## src/hdl/clpc_pkg.sv

```systemverilog
// clpc_pkg: shared types and constants of the c lexical paren checker
// byte class codes, lexer states, status codes and the token passed
// from the front classifier through the queue to the back lexer
`timescale 1ns / 1ps

package clpc_pkg;

  localparam int DEPTH_BITS_DEF = 16;
  localparam int QUEUE_DEPTH = 2;

  localparam logic [7:0] CH_DQUOTE    = 8'h22;
  localparam logic [7:0] CH_SQUOTE    = 8'h27;
  localparam logic [7:0] CH_SLASH     = 8'h2f;
  localparam logic [7:0] CH_STAR      = 8'h2a;
  localparam logic [7:0] CH_LPAREN    = 8'h28;
  localparam logic [7:0] CH_RPAREN    = 8'h29;
  localparam logic [7:0] CH_NEWLINE   = 8'h0a;
  localparam logic [7:0] CH_BACKSLASH = 8'h5c;

  typedef enum logic [3:0] {
    CLS_OTHER     = 4'd0,
    CLS_DQUOTE    = 4'd1,
    CLS_SQUOTE    = 4'd2,
    CLS_SLASH     = 4'd3,
    CLS_STAR      = 4'd4,
    CLS_LPAREN    = 4'd5,
    CLS_RPAREN    = 4'd6,
    CLS_NEWLINE   = 4'd7,
    CLS_BACKSLASH = 4'd8
  } char_class_t;

  typedef struct packed {
    char_class_t cls;
    logic        last;
  } token_t;

  typedef enum logic [7:0] {
    LX_TEXT   = 8'b0000_0001,
    LX_STRING = 8'b0000_0010,
    LX_BLOCK  = 8'b0000_0100,
    LX_LINE   = 8'b0000_1000,
    LX_SLASH  = 8'b0001_0000,
    LX_STAR   = 8'b0010_0000,
    LX_ESCAPE = 8'b0100_0000,
    LX_CHAR   = 8'b1000_0000
  } lex_state_t;

  localparam logic [2:0] ST_OK                = 3'd0;
  localparam logic [2:0] ST_UNFINISHED_STRING = 3'd1;
  localparam logic [2:0] ST_UNCLOSED_PAREN    = 3'd2;
  localparam logic [2:0] ST_UNMATCHED_PAREN   = 3'd3;
  localparam logic [2:0] ST_DEPTH_OVERFLOW    = 3'd4;

endpackage

```

## src/hdl/clpc_back.sv

```systemverilog
// clpc_back: lexer state machine, paren counter and status register
// depends on clpc_pkg; consumes tokens from clpc_queue
`timescale 1ns / 1ps

module clpc_back #(
  parameter int DEPTH_BITS = clpc_pkg::DEPTH_BITS_DEF
) (
  input  logic             clk,
  input  logic             rst,
  input  clpc_pkg::token_t tok,
  input  logic             tok_valid,
  output logic             tok_ready,
  output logic [2:0]       check_status,
  output logic             out_valid,
  input  logic             out_ready
);
  import clpc_pkg::*;

  lex_state_t            lex_state;
  lex_state_t            lex_state_next;
  logic [DEPTH_BITS-1:0] paren_depth;
  logic [DEPTH_BITS-1:0] paren_depth_next;
  logic [2:0]            latched_error;
  logic [2:0]            latched_error_next;
  logic [2:0]            status_now;
  logic                  take;

  // only a last token needs the output register free
  assign tok_ready = !tok.last || !out_valid || out_ready;
  assign take      = tok_valid && tok_ready;

  always_comb begin
    lex_state_next     = lex_state;
    paren_depth_next   = paren_depth;
    latched_error_next = latched_error;
    if (latched_error == ST_OK) begin
      case (lex_state)
        LX_TEXT, LX_SLASH: begin
          if (lex_state == LX_SLASH && tok.cls == CLS_STAR) begin
            lex_state_next = LX_BLOCK;
          end else if (lex_state == LX_SLASH && tok.cls == CLS_SLASH) begin
            lex_state_next = LX_LINE;
          end else begin
            // plain text handling, also for the byte after a lone slash
            case (tok.cls)
              CLS_DQUOTE: lex_state_next = LX_STRING;
              CLS_SQUOTE: lex_state_next = LX_CHAR;
              CLS_SLASH:  lex_state_next = LX_SLASH;
              CLS_LPAREN: begin
                lex_state_next = LX_TEXT;
                if (&paren_depth) begin
                  latched_error_next = ST_DEPTH_OVERFLOW;
                end else begin
                  paren_depth_next = paren_depth + 1'b1;
                end
              end
              CLS_RPAREN: begin
                lex_state_next = LX_TEXT;
                if (paren_depth == '0) begin
                  latched_error_next = ST_UNMATCHED_PAREN;
                end else begin
                  paren_depth_next = paren_depth - 1'b1;
                end
              end
              default: lex_state_next = LX_TEXT;
            endcase
          end
        end
        LX_CHAR: begin
          if (tok.cls == CLS_SQUOTE) lex_state_next = LX_TEXT;
        end
        LX_LINE: begin
          if (tok.cls == CLS_NEWLINE) lex_state_next = LX_TEXT;
        end
        LX_BLOCK: begin
          if (tok.cls == CLS_STAR) lex_state_next = LX_STAR;
        end
        LX_STAR: begin
          if (tok.cls == CLS_SLASH) begin
            lex_state_next = LX_TEXT;
          end else if (tok.cls != CLS_STAR) begin
            lex_state_next = LX_BLOCK;
          end
        end
        LX_STRING: begin
          if (tok.cls == CLS_DQUOTE) begin
            lex_state_next = LX_TEXT;
          end else if (tok.cls == CLS_NEWLINE) begin
            latched_error_next = ST_UNFINISHED_STRING;
          end else if (tok.cls == CLS_BACKSLASH) begin
            lex_state_next = LX_ESCAPE;
          end
        end
        LX_ESCAPE: begin
          if (tok.cls == CLS_NEWLINE) begin
            latched_error_next = ST_UNFINISHED_STRING;
          end else begin
            lex_state_next = LX_STRING;
          end
        end
        default: lex_state_next = LX_TEXT;
      endcase
    end
  end

  always_comb begin
    if (latched_error_next != ST_OK) begin
      status_now = latched_error_next;
    end else if (paren_depth_next != '0) begin
      status_now = ST_UNCLOSED_PAREN;
    end else begin
      status_now = ST_OK;
    end
  end

  always_ff @(posedge clk) begin
    if (rst) begin
      lex_state     <= LX_TEXT;
      paren_depth   <= '0;
      latched_error <= ST_OK;
      out_valid     <= 1'b0;
    end else begin
      if (take && tok.last) begin
        out_valid <= 1'b1;
      end else if (out_ready) begin
        out_valid <= 1'b0;
      end
      if (take) begin
        if (tok.last) begin
          lex_state     <= LX_TEXT;
          paren_depth   <= '0;
          latched_error <= ST_OK;
        end else begin
          lex_state     <= lex_state_next;
          paren_depth   <= paren_depth_next;
          latched_error <= latched_error_next;
        end
      end
    end
  end

  always_ff @(posedge clk) begin
    if (take && tok.last) begin
      check_status <= status_now;
    end
  end

endmodule

```

## config.mk

```make
export PLATFORM = sky130hd
export DESIGN_NAME = clpc_back
export DESIGN_NICKNAME = d
export VERILOG_FILES = /design/src/hdl/clpc_pkg.sv /design/src/hdl/clpc_back.sv
export SDC_FILE = /design/constraint.sdc
export NUM_CORES = 1
export LEC_CHECK = 0
export ABC_AREA = 1
export ABC_CLOCK_PERIOD_IN_PS = 2000
export BUFFER_PORTS_ARGS = -buffer_cell sky130_fd_sc_hd__buf_2
export CAP_MARGIN = 20
export CORE_UTILIZATION = 25
export DETAILED_ROUTE_END_ITERATION = 7
export GPL_ROUTABILITY_DRIVEN = 0
export PLACE_DENSITY_LB_ADDON = 0.15
export SYNTH_ARGS = -nofsm -noshare
export SYNTH_HDL_FRONTEND = slang
export SYNTH_SLANG_ARGS = --single-unit
export TNS_END_PERCENT = 100
```

## constraint.sdc

```tcl
create_clock -name clk -period 2 [get_ports clk]
set_input_delay 0.3 -clock clk [delete_from_list [all_inputs] [get_ports clk]]
set_output_delay 0.3 -clock clk [all_outputs]
set_load 0.01 [all_outputs]
```

==> results of run 1 <==
-- how the worst max path moves through the flow --
stage | slack (ns) | to | from | cells past startpoint
after global routing | -0.32 | check_status[1]$_DFFE_PP_ | paren_depth[0]$_SDFFE_PP0P_ | 16
after floorplan | 0.001 | check_status[1]$_DFFE_PP_ | paren_depth[0]$_SDFFE_PP0P_ | 15
after global placement | -0.28 | check_status[1]$_DFFE_PP_ | paren_depth[3]$_SDFFE_PP0P_ | 13
after CTS | -0.15 | check_status[1]$_DFFE_PP_ | paren_depth[0]$_SDFFE_PP0P_ | 16
after detailed placement | -0.27 | check_status[1]$_DFFE_PP_ | paren_depth[0]$_SDFFE_PP0P_ | 14
final | -0.16 | check_status[1]$_DFFE_PP_ | paren_depth[0]$_SDFFE_PP0P_ | 16
-- repair_timing --
item                                    in CTS  in global routing
cloned                                       1                  1
gates resized for setup                     22                 59
endpoints found under the setup margin       7                 20
buffers inserted                             1                  9
pin swaps                                   13                 35
-- worst register-to-register path: stages, from the launching register on --
cell                       delay [ns]
sky130_fd_sc_hd__dfxtp_4         0.36
sky130_fd_sc_hd__buf_6           0.12
sky130_fd_sc_hd__inv_4           0.05
sky130_fd_sc_hd__ha_4            0.13
sky130_fd_sc_hd__nand2_4         0.06
sky130_fd_sc_hd__nor2_4          0.22
sky130_fd_sc_hd__nand2_8         0.10
sky130_fd_sc_hd__nand3b_1        0.14
sky130_fd_sc_hd__nand2_1         0.09
sky130_fd_sc_hd__nand2_1         0.09
sky130_fd_sc_hd__nand2_2         0.06
sky130_fd_sc_hd__nor2_2          0.09
sky130_fd_sc_hd__nand3_1         0.07
sky130_fd_sc_hd__nor2_1          0.12
sky130_fd_sc_hd__nand3_2         0.09
sky130_fd_sc_hd__nand2_1         0.06
sky130_fd_sc_hd__nand2_1         0.04
-- power groups by stage --
stage / clock network [mW] / logic (mW) / registers (mW)
after floorplan: 0 / 0.259 / 0.670
after global placement: 0 / 0.449 / 0.668
after detailed placement: 0 / 0.448 / 0.670
after CTS: 0.799 / 0.462 / 0.656
after global routing: 0.829 / 0.564 / 0.655
final: 0.782 / 0.511 / 0.653
-- cells by family (layout without fill, tap and decap cells) --
kind of cell	Yosys count	count (layout)	share of synthesized area, %
xor+xnor	4	4	1.04
simple gates	406	408	56.5
buf+inv	96	222	14.0
compound gates	51	51	8.50
fa+ha+maj	2	2	0.739
flops	31	31	19.2
-- routing by layer --
metal | wire length (um) | GRT usage, %
met5 | 0 | 0
met4 | 142 | 4.73
met3 | 281 | 1.79
met2 | 5640 | 30.0
met1 | 5940 | 23.8
-- registers in the layout, indices dropped and copies added (netlist names) --
register	count
latched_error	3
paren_depth	16
check_status	3
out_valid	1
lex_state	8
-- stage by stage --
stage / std cells / util [%]
5_1_grt: 894 / 37.0
3_5_place_dp: 873 / 33.4
6_report: 894 / 37.0
3_3_place_gp: 873 / 33.4
2_1_floorplan: 590 / -
4_1_cts: 883 / 35.1
-- cell usage after synthesis (all sizes together) --
library cell,instances
clkbuf,3
buf,21
nand3b,2
xor2,4
o211ai,2
a21oi,27
o2111ai,1
edfxtp,3
nand3,54
a21boi,6
inv,72
nand4,22
a31oi,1
ha,2
nor4,2
o21ai,14
nor2,90
nand2,228
nor3,8
dfxtp,28
-- cell type report --
class / instances / area [um^2] / share of cell area (%)
clock buffers: 6 / 139 / 2.83
clock inverters: 2 / 11.3 / 0.230
inverters: 72 / 275 / 5.62
multi-input cells: 465 / 2460 / 50.3
flip-flops and latches: 31 / 684 / 14.0
well taps: 176 / 220 / 4.49
repair buffers: 142 / 1110 / 22.6
==> impl_metrics.env, run 1 <==
export IMPL_outcome="complete, but fails checks"
export IMPL_failed_checks="negative setup slack"
export IMPL_finish_instance_area_mm2=0.00490
export IMPL_design_die_area_mm2=0.0140
export IMPL_power_leakage_nw=2.56
export IMPL_firstDrtPassIters=5
export IMPL_nets=728
export IMPL_combPwrFrac_pct=26.3
export IMPL_cts_hold_buffers=0
export IMPL_worst_pin_slew_ns=0.565
export IMPL_synth_top_area_share_pct=23.6
export IMPL_unrepaired_setup_endpoints_after_global_routing="yes"
export IMPL_total_switching_power_mw=0.605
export IMPL_port_buffer_count=13
export IMPL_synth_yosys_warnings=0
export IMPL_tns_ns=-0.163
export IMPL_critical_path_reg2reg_endpoint="check_status[1]$_DFFE_PP_"
export IMPL_finalSetupViolCount=1
export IMPL_synth_distinct_cells=36
export IMPL_detail_route_vias_per_cell=4.51
export IMPL_worst_clock_skew_ns=0.00457
export IMPL_max_freq_mhz=462
export IMPL_synthesis_area_mm2=0.00338
export IMPL_clkLatencyLatePin_ns=0.28
export IMPL_timing_slew_headroom_pct=62.2
export IMPL_placementRows=42
export IMPL_final_critical_path_setup_slack_ns=-0.163
export IMPL_critical_path_arrival_ns=2.20
export IMPL_required_ns=2.04
export IMPL_n_antenna_cell=0
export IMPL_r2r_start="paren_depth[0]$_SDFFE_PP0P_"
export IMPL_final_hold_viol_count=0
export IMPL_tritoncts_num_buffers=5
export IMPL_ys_seq_elements=31
export IMPL_ys_seq_area_share_pct=19.2
export IMPL_reg2reg_setup_slack_ns=-0.16
export IMPL_ctsLongestPathBuffers=2
export IMPL_postSynthCellCount=590
export IMPL_layout_min_cycle_time_ns=2.16
export IMPL_fp_dieH_um=118
export IMPL_fin_crit_sh_pct=108
export IMPL_grt_antenna_before_repair=0
export IMPL_root_buffer="sky130_fd_sc_hd__clkbuf_16"
export IMPL_netlist_top_cells_area="sky130_fd_sc_hd__nand2_1 24%, sky130_fd_sc_hd__dfxtp_1 17%, sky130_fd_sc_hd__nor2_1 7.8%"
export IMPL_cellPowerDensity_mw_per_mm2=397
export IMPL_cts_max_level=2
export IMPL_worstSetupStartpointType="flop"
export IMPL_route_detailed_drc=0
export IMPL_globalRouteOverflowTotal=0
export IMPL_total_power_mw=1.95
export IMPL_cts_tree="built"
export IMPL_min_to="lex_state[0]$_SDFFE_PP1P_"
export IMPL_fin_hold_ws_ns=0.358
export IMPL_cp_max_fo=7
export IMPL_p_clk_share_pct=40.2
export IMPL_clock_sinks=31
export IMPL_vias_after_detailed_routing=4030
export IMPL_worstPathCellList="buf_6 > inv_4 > ha_4 > nand2_4 > nor2_4 > nand2_8 > nand3b_1 > nand2_1 > nand2_1 > nand2_2 > nor2_2 > nand3_1 > nor2_1 > nand3_2 > nand2_1 > nand2_1"
export IMPL_cpPeakStageDelay_ns=0.36
export IMPL_syn_num_nets=601
export IMPL_tot_gr_track_use_pct=17.7
export IMPL_holdPathStages=3
export IMPL_maxSlewViolCount=0
export IMPL_crit_path_top_delay_cell="sky130_fd_sc_hd__dfxtp_4"
export IMPL_power_share_sequential_pct=33.6
export IMPL_critical_path_top_delay_family="simple AND/OR/NAND/NOR gates"
export IMPL_syn_mean_instance_area_um2=5.74
export IMPL_floorplan_core_area_mm2=0.0132
export IMPL_drive_above_1_share_pct=37.0
export IMPL_timing_critical_path_to_type="flop"
export IMPL_pre_cts_ws_ns=-0.271
export IMPL_critical_path_n_buffers_inverters=2
export IMPL_mostFrequentLayoutCell="sky130_fd_sc_hd__nand2_1"
export IMPL_worst_ir_drop_vdd_uv=368
export IMPL_route_final_wire_length_mm=12.0
export IMPL_layout_cells_most_common_list="200 x sky130_fd_sc_hd__nand2_1, 119 x sky130_fd_sc_hd__buf_4, 61 x sky130_fd_sc_hd__nor2_1"
export IMPL_critical_path_class="reg2reg"
export IMPL_grt_pass1_vias=3921
export IMPL_detailedPlacementHpwl_mm=9.50
export IMPL_drt_initial_drc_count=268
export IMPL_wl_per_cell_um=13.4
export IMPL_max_cap_viol_count=0
export IMPL_floorplan_initialDensity_pct=25.6
export IMPL_wire_length_of_the_first_global_routing_pass_mm=19.7
export IMPL_final_antenna_violating_net_count=0
export IMPL_grt_start_max_net_pins=21
export IMPL_timing_critical_path_mode_cell="sky130_fd_sc_hd__nand2_1"
export IMPL_timing_reg2reg_worst_path_depth=16
export IMPL_worst_path_clk_slew_ns=0.06
export IMPL_synth_largest_area_cell="sky130_fd_sc_hd__nand2_1"
export IMPL_filler_cell_count=1453
export IMPL_syn2layout_area_growth_pct=44.8
export IMPL_dieWidth_um=118
export IMPL_swShare_pct=31.1
export IMPL_worstHoldPathType="in2reg"
export IMPL_intPower_mw=1.34
export IMPL_io_pins=14
export IMPL_holdCritStartpoint="rst"
export IMPL_placed_area_mm2=0.00442
Power figures use the tool's default switching activity.
==> run 2, diff against run 1 <==
--- a/config.mk
+++ b/config.mk
@@ -10,9 +10,12 @@
 export BUFFER_PORTS_ARGS = -buffer_cell sky130_fd_sc_hd__buf_2
 export CAP_MARGIN = 20
 export CORE_UTILIZATION = 25
+export CTS_CLUSTER_SIZE = 40
 export DETAILED_ROUTE_END_ITERATION = 7
 export GPL_ROUTABILITY_DRIVEN = 0
 export PLACE_DENSITY_LB_ADDON = 0.15
+export RECOVER_POWER = 50
+export SETUP_SLACK_MARGIN = 0.02
 export SYNTH_ARGS = -nofsm -noshare
 export SYNTH_HDL_FRONTEND = slang
 export SYNTH_SLANG_ARGS = --single-unit
==> impl_metrics.env, run 2 (same netlist as run 1, synthesis figures left out) <==
export IMPL_outcome="complete, but fails checks"
export IMPL_failed_checks="negative setup slack"
export IMPL_route_final_wire_length_mm=12.5
export IMPL_timing_reg2reg_worst_path_depth=15
export IMPL_utilization_pct=36.9
export IMPL_fp_dieH_um=118
export IMPL_nets=730
export IMPL_critical_path_arrival_ns=2.21
export IMPL_biggestRegsByFlops="paren_depth x16, lex_state x8"
export IMPL_largest_register_ffs=16
export IMPL_critical_path_class="reg2reg"
export IMPL_layout_min_cycle_time_ns=2.17
export IMPL_grt_util_met1_pct=24.4
export IMPL_swShare_pct=29.9
export IMPL_timing_critical_path_to_type="flop"
export IMPL_use_met3_pct=2.46
export IMPL_fin_hold_ws_ns=0.357
export IMPL_floorplan_core_area_mm2=0.0132
export IMPL_fin_crit_sh_pct=109
export IMPL_grt_busiest_layer="met2"
export IMPL_layout_cells_most_common_list="203 x sky130_fd_sc_hd__nand2_1, 118 x sky130_fd_sc_hd__buf_4, 62 x sky130_fd_sc_hd__nor2_1"
export IMPL_power_leakage_nw=2.55
export IMPL_vias_after_detailed_routing=4113
export IMPL_worstHoldPathType="in2reg"
export IMPL_r2r_start="paren_depth[0]$_SDFFE_PP0P_"
export IMPL_max_freq_mhz=460
export IMPL_placementRows=42
export IMPL_globalRouteMet2Util_pct=30.4
export IMPL_critical_path_n_buffers_inverters=3
export IMPL_port_buffer_count=13
export IMPL_worstSetupStartpointType="flop"
export IMPL_n_antenna_cell=0
export IMPL_mostFrequentLayoutCell="sky130_fd_sc_hd__nand2_1"
export IMPL_design_die_area_mm2=0.0140
export IMPL_drt_initial_drc_count=283
export IMPL_firstDrtPassIters=5
export IMPL_globalRouteOverflowTotal=0
export IMPL_root_buffer="sky130_fd_sc_hd__clkbuf_16"
export IMPL_layoutNonFillerInstCount=896
export IMPL_dieWidth_um=118
export IMPL_holdPathStages=3
export IMPL_largest_register="paren_depth"
export IMPL_timing_critical_path_mode_cell="sky130_fd_sc_hd__nand3_1"
export IMPL_final_critical_path_setup_slack_ns=-0.172
export IMPL_reg2reg_setup_slack_ns=-0.17
export IMPL_wire_length_of_the_first_global_routing_pass_mm=19.9
export IMPL_min_to="latched_error[0]$_SDFFE_PP0P_"
export IMPL_crit_path_top_delay_cell="sky130_fd_sc_hd__dfxtp_2"
export IMPL_route_detailed_drc=0
export IMPL_tot_gr_track_use_pct=18.2
export IMPL_intPower_mw=1.43
export IMPL_maxSlewViolCount=0
export IMPL_ctsLongestPathBuffers=2
export IMPL_floorplan_initialDensity_pct=25.6
export IMPL_syn2layout_area_growth_pct=44.4
export IMPL_timing_slew_headroom_pct=57.1
export IMPL_worstPathCellList="buf_6 > inv_6 > ha_4 > nand2_4 > nor2_4 > buf_6 > nand3_1 > nand3_1 > nand2_1 > a21oi_2 > nand3_1 > nor2_1 > nand3_1 > nand2_1 > nand2_1"
export IMPL_dpl_cell_count=873
export IMPL_cpPeakStageDelay_ns=0.34
export IMPL_final_hold_viol_count=0
export IMPL_worst_ir_drop_vdd_uv=570
export IMPL_drive_above_1_share_pct=34.7
export IMPL_grt_start_max_net_pins=21
export IMPL_cellPowerDensity_mw_per_mm2=418
export IMPL_clkLatencyLatePin_ns=0.28
export IMPL_cts_max_level=2
export IMPL_worst_clock_skew_ns=0.00330
export IMPL_io_pins=14
export IMPL_max_cap_viol_count=0
export IMPL_required_ns=2.04
export IMPL_combPwrFrac_pct=24.8
export IMPL_crit_start="paren_depth[0]$_SDFFE_PP0P_"
export IMPL_total_switching_power_mw=0.611
export IMPL_clock_sinks=31
export IMPL_cts_tree="built"
export IMPL_grt_antenna_before_repair=0
export IMPL_tns_ns=-0.175
export IMPL_detail_route_vias_per_cell=4.59
export IMPL_detailedPlacementHpwl_mm=9.84
export IMPL_tritoncts_num_buffers=5
export IMPL_holdCritStartpoint="tok_valid"
export IMPL_unrepaired_setup_endpoints_after_global_routing="yes"
export IMPL_critical_path_reg2reg_endpoint="check_status[1]$_DFFE_PP_"
export IMPL_p_clk_share_pct=43.0
export IMPL_grt_pass1_vias=3855
export IMPL_critical_path_top_delay_family="simple AND/OR/NAND/NOR gates"
export IMPL_final_antenna_violating_net_count=0
export IMPL_wl_per_cell_um=14.0
export IMPL_power_share_sequential_pct=32.2
export IMPL_finalSetupViolCount=2
export IMPL_cp_max_fo=3
export IMPL_worst_path_clk_slew_ns=0.06
export IMPL_worst_pin_slew_ns=0.640
run 2: cell count changes in the layout (fill, tap and decap cells not counted), sizes merged:
cell and change:
bufinv +1, clkinv +1, clkbuf +5, buf -4, clkinvlp -1
run 2: worst max-delay path by stage:
| stage | endpoint | depth (start not counted) | slack, ns |
|---|---|---|---|
| 6_report | check_status[1]$_DFFE_PP_ | 15 | -0.17 |
| 2_1_floorplan | check_status[1]$_DFFE_PP_ | 15 | 0.02 |
| 3_5_place_dp | check_status[1]$_DFFE_PP_ | 14 | -0.32 |
| 5_1_grt | check_status[1]$_DFFE_PP_ | 17 | -0.30 |
| 4_1_cts | check_status[1]$_DFFE_PP_ | 16 | -0.14 |
| 3_3_place_gp | check_status[1]$_DFFE_PP_ | 14 | -0.34 |
run 2: final cells by class:
cell class | count | area, um^2
clock buffer | 5 | 125
multi-input combinational | 465 | 2420
inverter | 72 | 278
sequential | 31 | 669
clock inverter | 3 | 38.8
timing repair buffer | 144 | 1140
tap | 176 | 220
fill | 1471 | 8360
run 2: what timing repair did:
action,4_1_cts,5_1_grt
setup buffers,2,12
gates cloned,0,2
hold buffers,0,0
setup endpoints to repair,7,23
resized for setup,19,42
pin swaps,4,32
endpoints found under the hold margin,0,0
run 2: worst min-delay path: cells and delay by family:
family          cells  cell delay, ns
buf+inv             1            0.10
compound gates      1            0.08
simple gates        1            0.11
run 2: metal layers:
| layer | share of wire (%) | wire (um) |
|---|---|---|
| met5 | 0 | 0 |
| met4 | 1.6 | 206 |
| met3 | 5.0 | 626 |
| met1 | 47 | 5870 |
| met2 | 46 | 5810 |
run 2: per-stage QoR:
step	area, um^2	power (mW)	worst slack, ns
CTS	4670	2.03	-0.138
finish	4890	2.04	-0.172
detailed placement	4440	1.12	-0.324
floorplan	3400	0.928	0.0249
global route	4890	2.14	-0.301
global placement	4420	1.12	-0.342
run 2: power groups by stage:
stage	clock, mW	combinational, mW	sequential [mW]
2_1_floorplan	0	0.258	0.670
3_3_place_gp	0	0.451	0.669
3_5_place_dp	0	0.453	0.669
4_1_cts	0.907	0.462	0.656
5_1_grt	0.923	0.555	0.659
6_report	0.880	0.507	0.658
==> run 3, diff against run 2 <==
==> constraint.sdc (replaced) <==
create_clock -name clk -period 2 [get_ports clk]
set_input_delay 0.2 -clock clk [delete_from_list [all_inputs] [get_ports clk]]
set_output_delay 0.2 -clock clk [all_outputs]
set_load 0.01 [all_outputs]
==> impl_metrics.env, run 3 (same netlist as run 1, synthesis figures left out) <==
export IMPL_unrepaired_setup_endpoints_after_global_routing="yes"
export IMPL_grt_pass1_vias=3903
export IMPL_floorplan_initialDensity_pct=25.6
export IMPL_final_hold_viol_count=0
export IMPL_tot_gr_track_use_pct=18.8
export IMPL_floorplan_core_area_mm2=0.0132
export IMPL_swShare_pct=32.8
export IMPL_power_share_sequential_pct=32.8
export IMPL_total_switching_power_mw=0.647
export IMPL_power_leakage_nw=2.54
export IMPL_biggestRegsByFlops="paren_depth x16, lex_state x8"
export IMPL_timing_critical_path_to_type="flop"
export IMPL_n_antenna_cell=0
export IMPL_worst_ir_drop_vdd_uv=364
export IMPL_layout_cells_most_common_list="195 x sky130_fd_sc_hd__nand2_1, 117 x sky130_fd_sc_hd__buf_4, 54 x sky130_fd_sc_hd__nor2_1"
export IMPL_route_final_wire_length_mm=13.1
export IMPL_mostFrequentLayoutCell="sky130_fd_sc_hd__nand2_1"
export IMPL_fin_hold_ws_ns=0.272
export IMPL_route_detailed_drc=0
export IMPL_area_used_by_multi_input_combinational_logic_mm2=0.00252
export IMPL_final_antenna_violating_net_count=0
export IMPL_worstHoldPathType="in2reg"
export IMPL_cts_max_level=2
export IMPL_cellPowerDensity_mw_per_mm2=396
export IMPL_clkLatencyLatePin_ns=0.29
export IMPL_design_die_area_mm2=0.0140
export IMPL_timing_slew_headroom_pct=54.2
export IMPL_filler_cell_count=1448
export IMPL_worst_path_clk_slew_ns=0.06
export IMPL_tns_ns=-0.160
export IMPL_firstDrtPassIters=5
export IMPL_grt_start_max_net_pins=21
export IMPL_worstSetupStartpointType="flop"
export IMPL_drt_initial_drc_count=264
export IMPL_regArea_um2=699
export IMPL_maxSlewViolCount=0
export IMPL_grt_antenna_before_repair=0
export IMPL_worst_clock_skew_ns=0.00760
export IMPL_dieWidth_um=118
export IMPL_tritoncts_num_buffers=5
export IMPL_failed_checks="negative setup slack"
export IMPL_combPwrFrac_pct=28.2
export IMPL_drive_above_1_share_pct=39.6
export IMPL_fin_crit_sh_pct=108
export IMPL_vias_after_detailed_routing=4108
export IMPL_clock_sinks=31
export IMPL_largest_register_ffs=16
export IMPL_intPower_mw=1.32
export IMPL_detail_route_vias_per_cell=4.59
export IMPL_critical_path_class="reg2reg"
export IMPL_detailedPlacementHpwl_mm=10.0
export IMPL_cts_hold_buffers=0
export IMPL_outcome="complete, but fails checks"
export IMPL_worst_pin_slew_ns=0.684
export IMPL_placementRows=42
export IMPL_max_freq_mhz=463
export IMPL_required_ns=2.04
export IMPL_layout_min_cycle_time_ns=2.16
export IMPL_max_cap_viol_count=0
export IMPL_wl_per_cell_um=14.6
export IMPL_cp_max_fo=7
export IMPL_io_pins=14
export IMPL_largest_register="paren_depth"
export IMPL_port_buffer_count=13
export IMPL_nets=729
export IMPL_cts_tree="built"
export IMPL_p_clk_share_pct=39.0
export IMPL_syn2layout_area_growth_pct=47.1
export IMPL_fp_dieH_um=118
export IMPL_finalSetupViolCount=1
export IMPL_critical_path_arrival_ns=2.20
export IMPL_root_buffer="sky130_fd_sc_hd__clkbuf_16"
export IMPL_final_critical_path_setup_slack_ns=-0.160
export IMPL_ctsLongestPathBuffers=2
export IMPL_wire_length_of_the_first_global_routing_pass_mm=20.6
export IMPL_globalRouteOverflowTotal=0
-- run 3: cell count changes in the layout (fill, tap and decap cells not counted), sizes merged --
| cell | before | now |
|---|---|---|
| nand2 | 229 | 228 |
| clkbuf | 11 | 10 |
| bufinv | 1 | 0 |
| clkinvlp | 0 | 1 |
| buf | 138 | 139 |
-- run 3: power groups by stage --
stage | combinational [mW] | sequential, mW | clock [mW]
6_report | 0.556 | 0.647 | 0.768
5_1_grt | 0.605 | 0.649 | 0.815
3_3_place_gp | 0.450 | 0.669 | 0
3_5_place_dp | 0.450 | 0.669 | 0
2_1_floorplan | 0.258 | 0.670 | 0
4_1_cts | 0.472 | 0.654 | 0.791
-- run 3: layout make-up --
cell class | count | share of cell area, %
multi-input cells | 464 | 50.6
repair buffers | 144 | 22.5
flip-flops and latches | 31 | 14.0
inverters | 72 | 5.58
well taps | 176 | 4.42
clock buffers | 5 | 2.51
clock inverters | 3 | 0.302
-- run 3: timing repair --
action,4_1_cts,5_1_grt
gates resized for setup,35,84
cloned,0,1
endpoints found under the hold margin,0,0
setup buffers,8,13
setup endpoints to repair,6,21
pin swaps,15,39
-- run 3: final timing paths --
check                         startpoint                        end  slack (ns)  cells after the start
max          paren_depth[0]$_SDFFE_PP0P_  check_status[1]$_DFFE_PP_       -0.16                     17
min                                  rst  lex_state[0]$_SDFFE_PP1P_        0.27                      3
max reg2reg  paren_depth[0]$_SDFFE_PP0P_  check_status[1]$_DFFE_PP_       -0.16                     17
min reg2reg    lex_state[5]$_SDFFE_PP0P_  lex_state[5]$_SDFFE_PP0P_        0.48                      2
-- run 3: metal layers --
metal  GRT usage [%]  vias to the layer above  share of wire (%)  wire [um]
met3            2.46                       15                4.1        538
met5               0                        -                  0          0
met4            5.13                        0                1.7        218
met1            25.0                     1872                 46       6040
met2            31.7                       99                 48       6300
li1                -                     2122                  -          -
-- run 3: worst max-delay path: stages (launching register included) --
cell and delay, ns:
sky130_fd_sc_hd__dfxtp_4 0.36, sky130_fd_sc_hd__buf_6 0.12, sky130_fd_sc_hd__inv_4 0.06, sky130_fd_sc_hd__ha_4 0.14, sky130_fd_sc_hd__nand2_4 0.06, sky130_fd_sc_hd__nor2_4 0.11
sky130_fd_sc_hd__nand2_4 0.11, sky130_fd_sc_hd__buf_6 0.14, sky130_fd_sc_hd__nand4_1 0.14, sky130_fd_sc_hd__nand2_1 0.10, sky130_fd_sc_hd__nand2_2 0.06, sky130_fd_sc_hd__nand2_2 0.05
sky130_fd_sc_hd__nor2_1 0.10, sky130_fd_sc_hd__nand2_1 0.07, sky130_fd_sc_hd__nor2_1 0.08, sky130_fd_sc_hd__nand3_1 0.10, sky130_fd_sc_hd__nand2_1 0.07, sky130_fd_sc_hd__nand2_1 0.04
-- run 3: through the flow --
stage          util [%]  cell area [um^2]  total power, mW  setup slack (ns)  std cells
2_1_floorplan         -              3400            0.928            0.0249        590
3_3_place_gp       32.9              4360             1.12            -0.313        867
3_5_place_dp       33.0              4370             1.12            -0.285        868
4_1_cts            35.2              4660             1.92            -0.143        884
5_1_grt            37.6              4980             2.07            -0.302        895
6_report           37.6              4980             1.97            -0.160        895
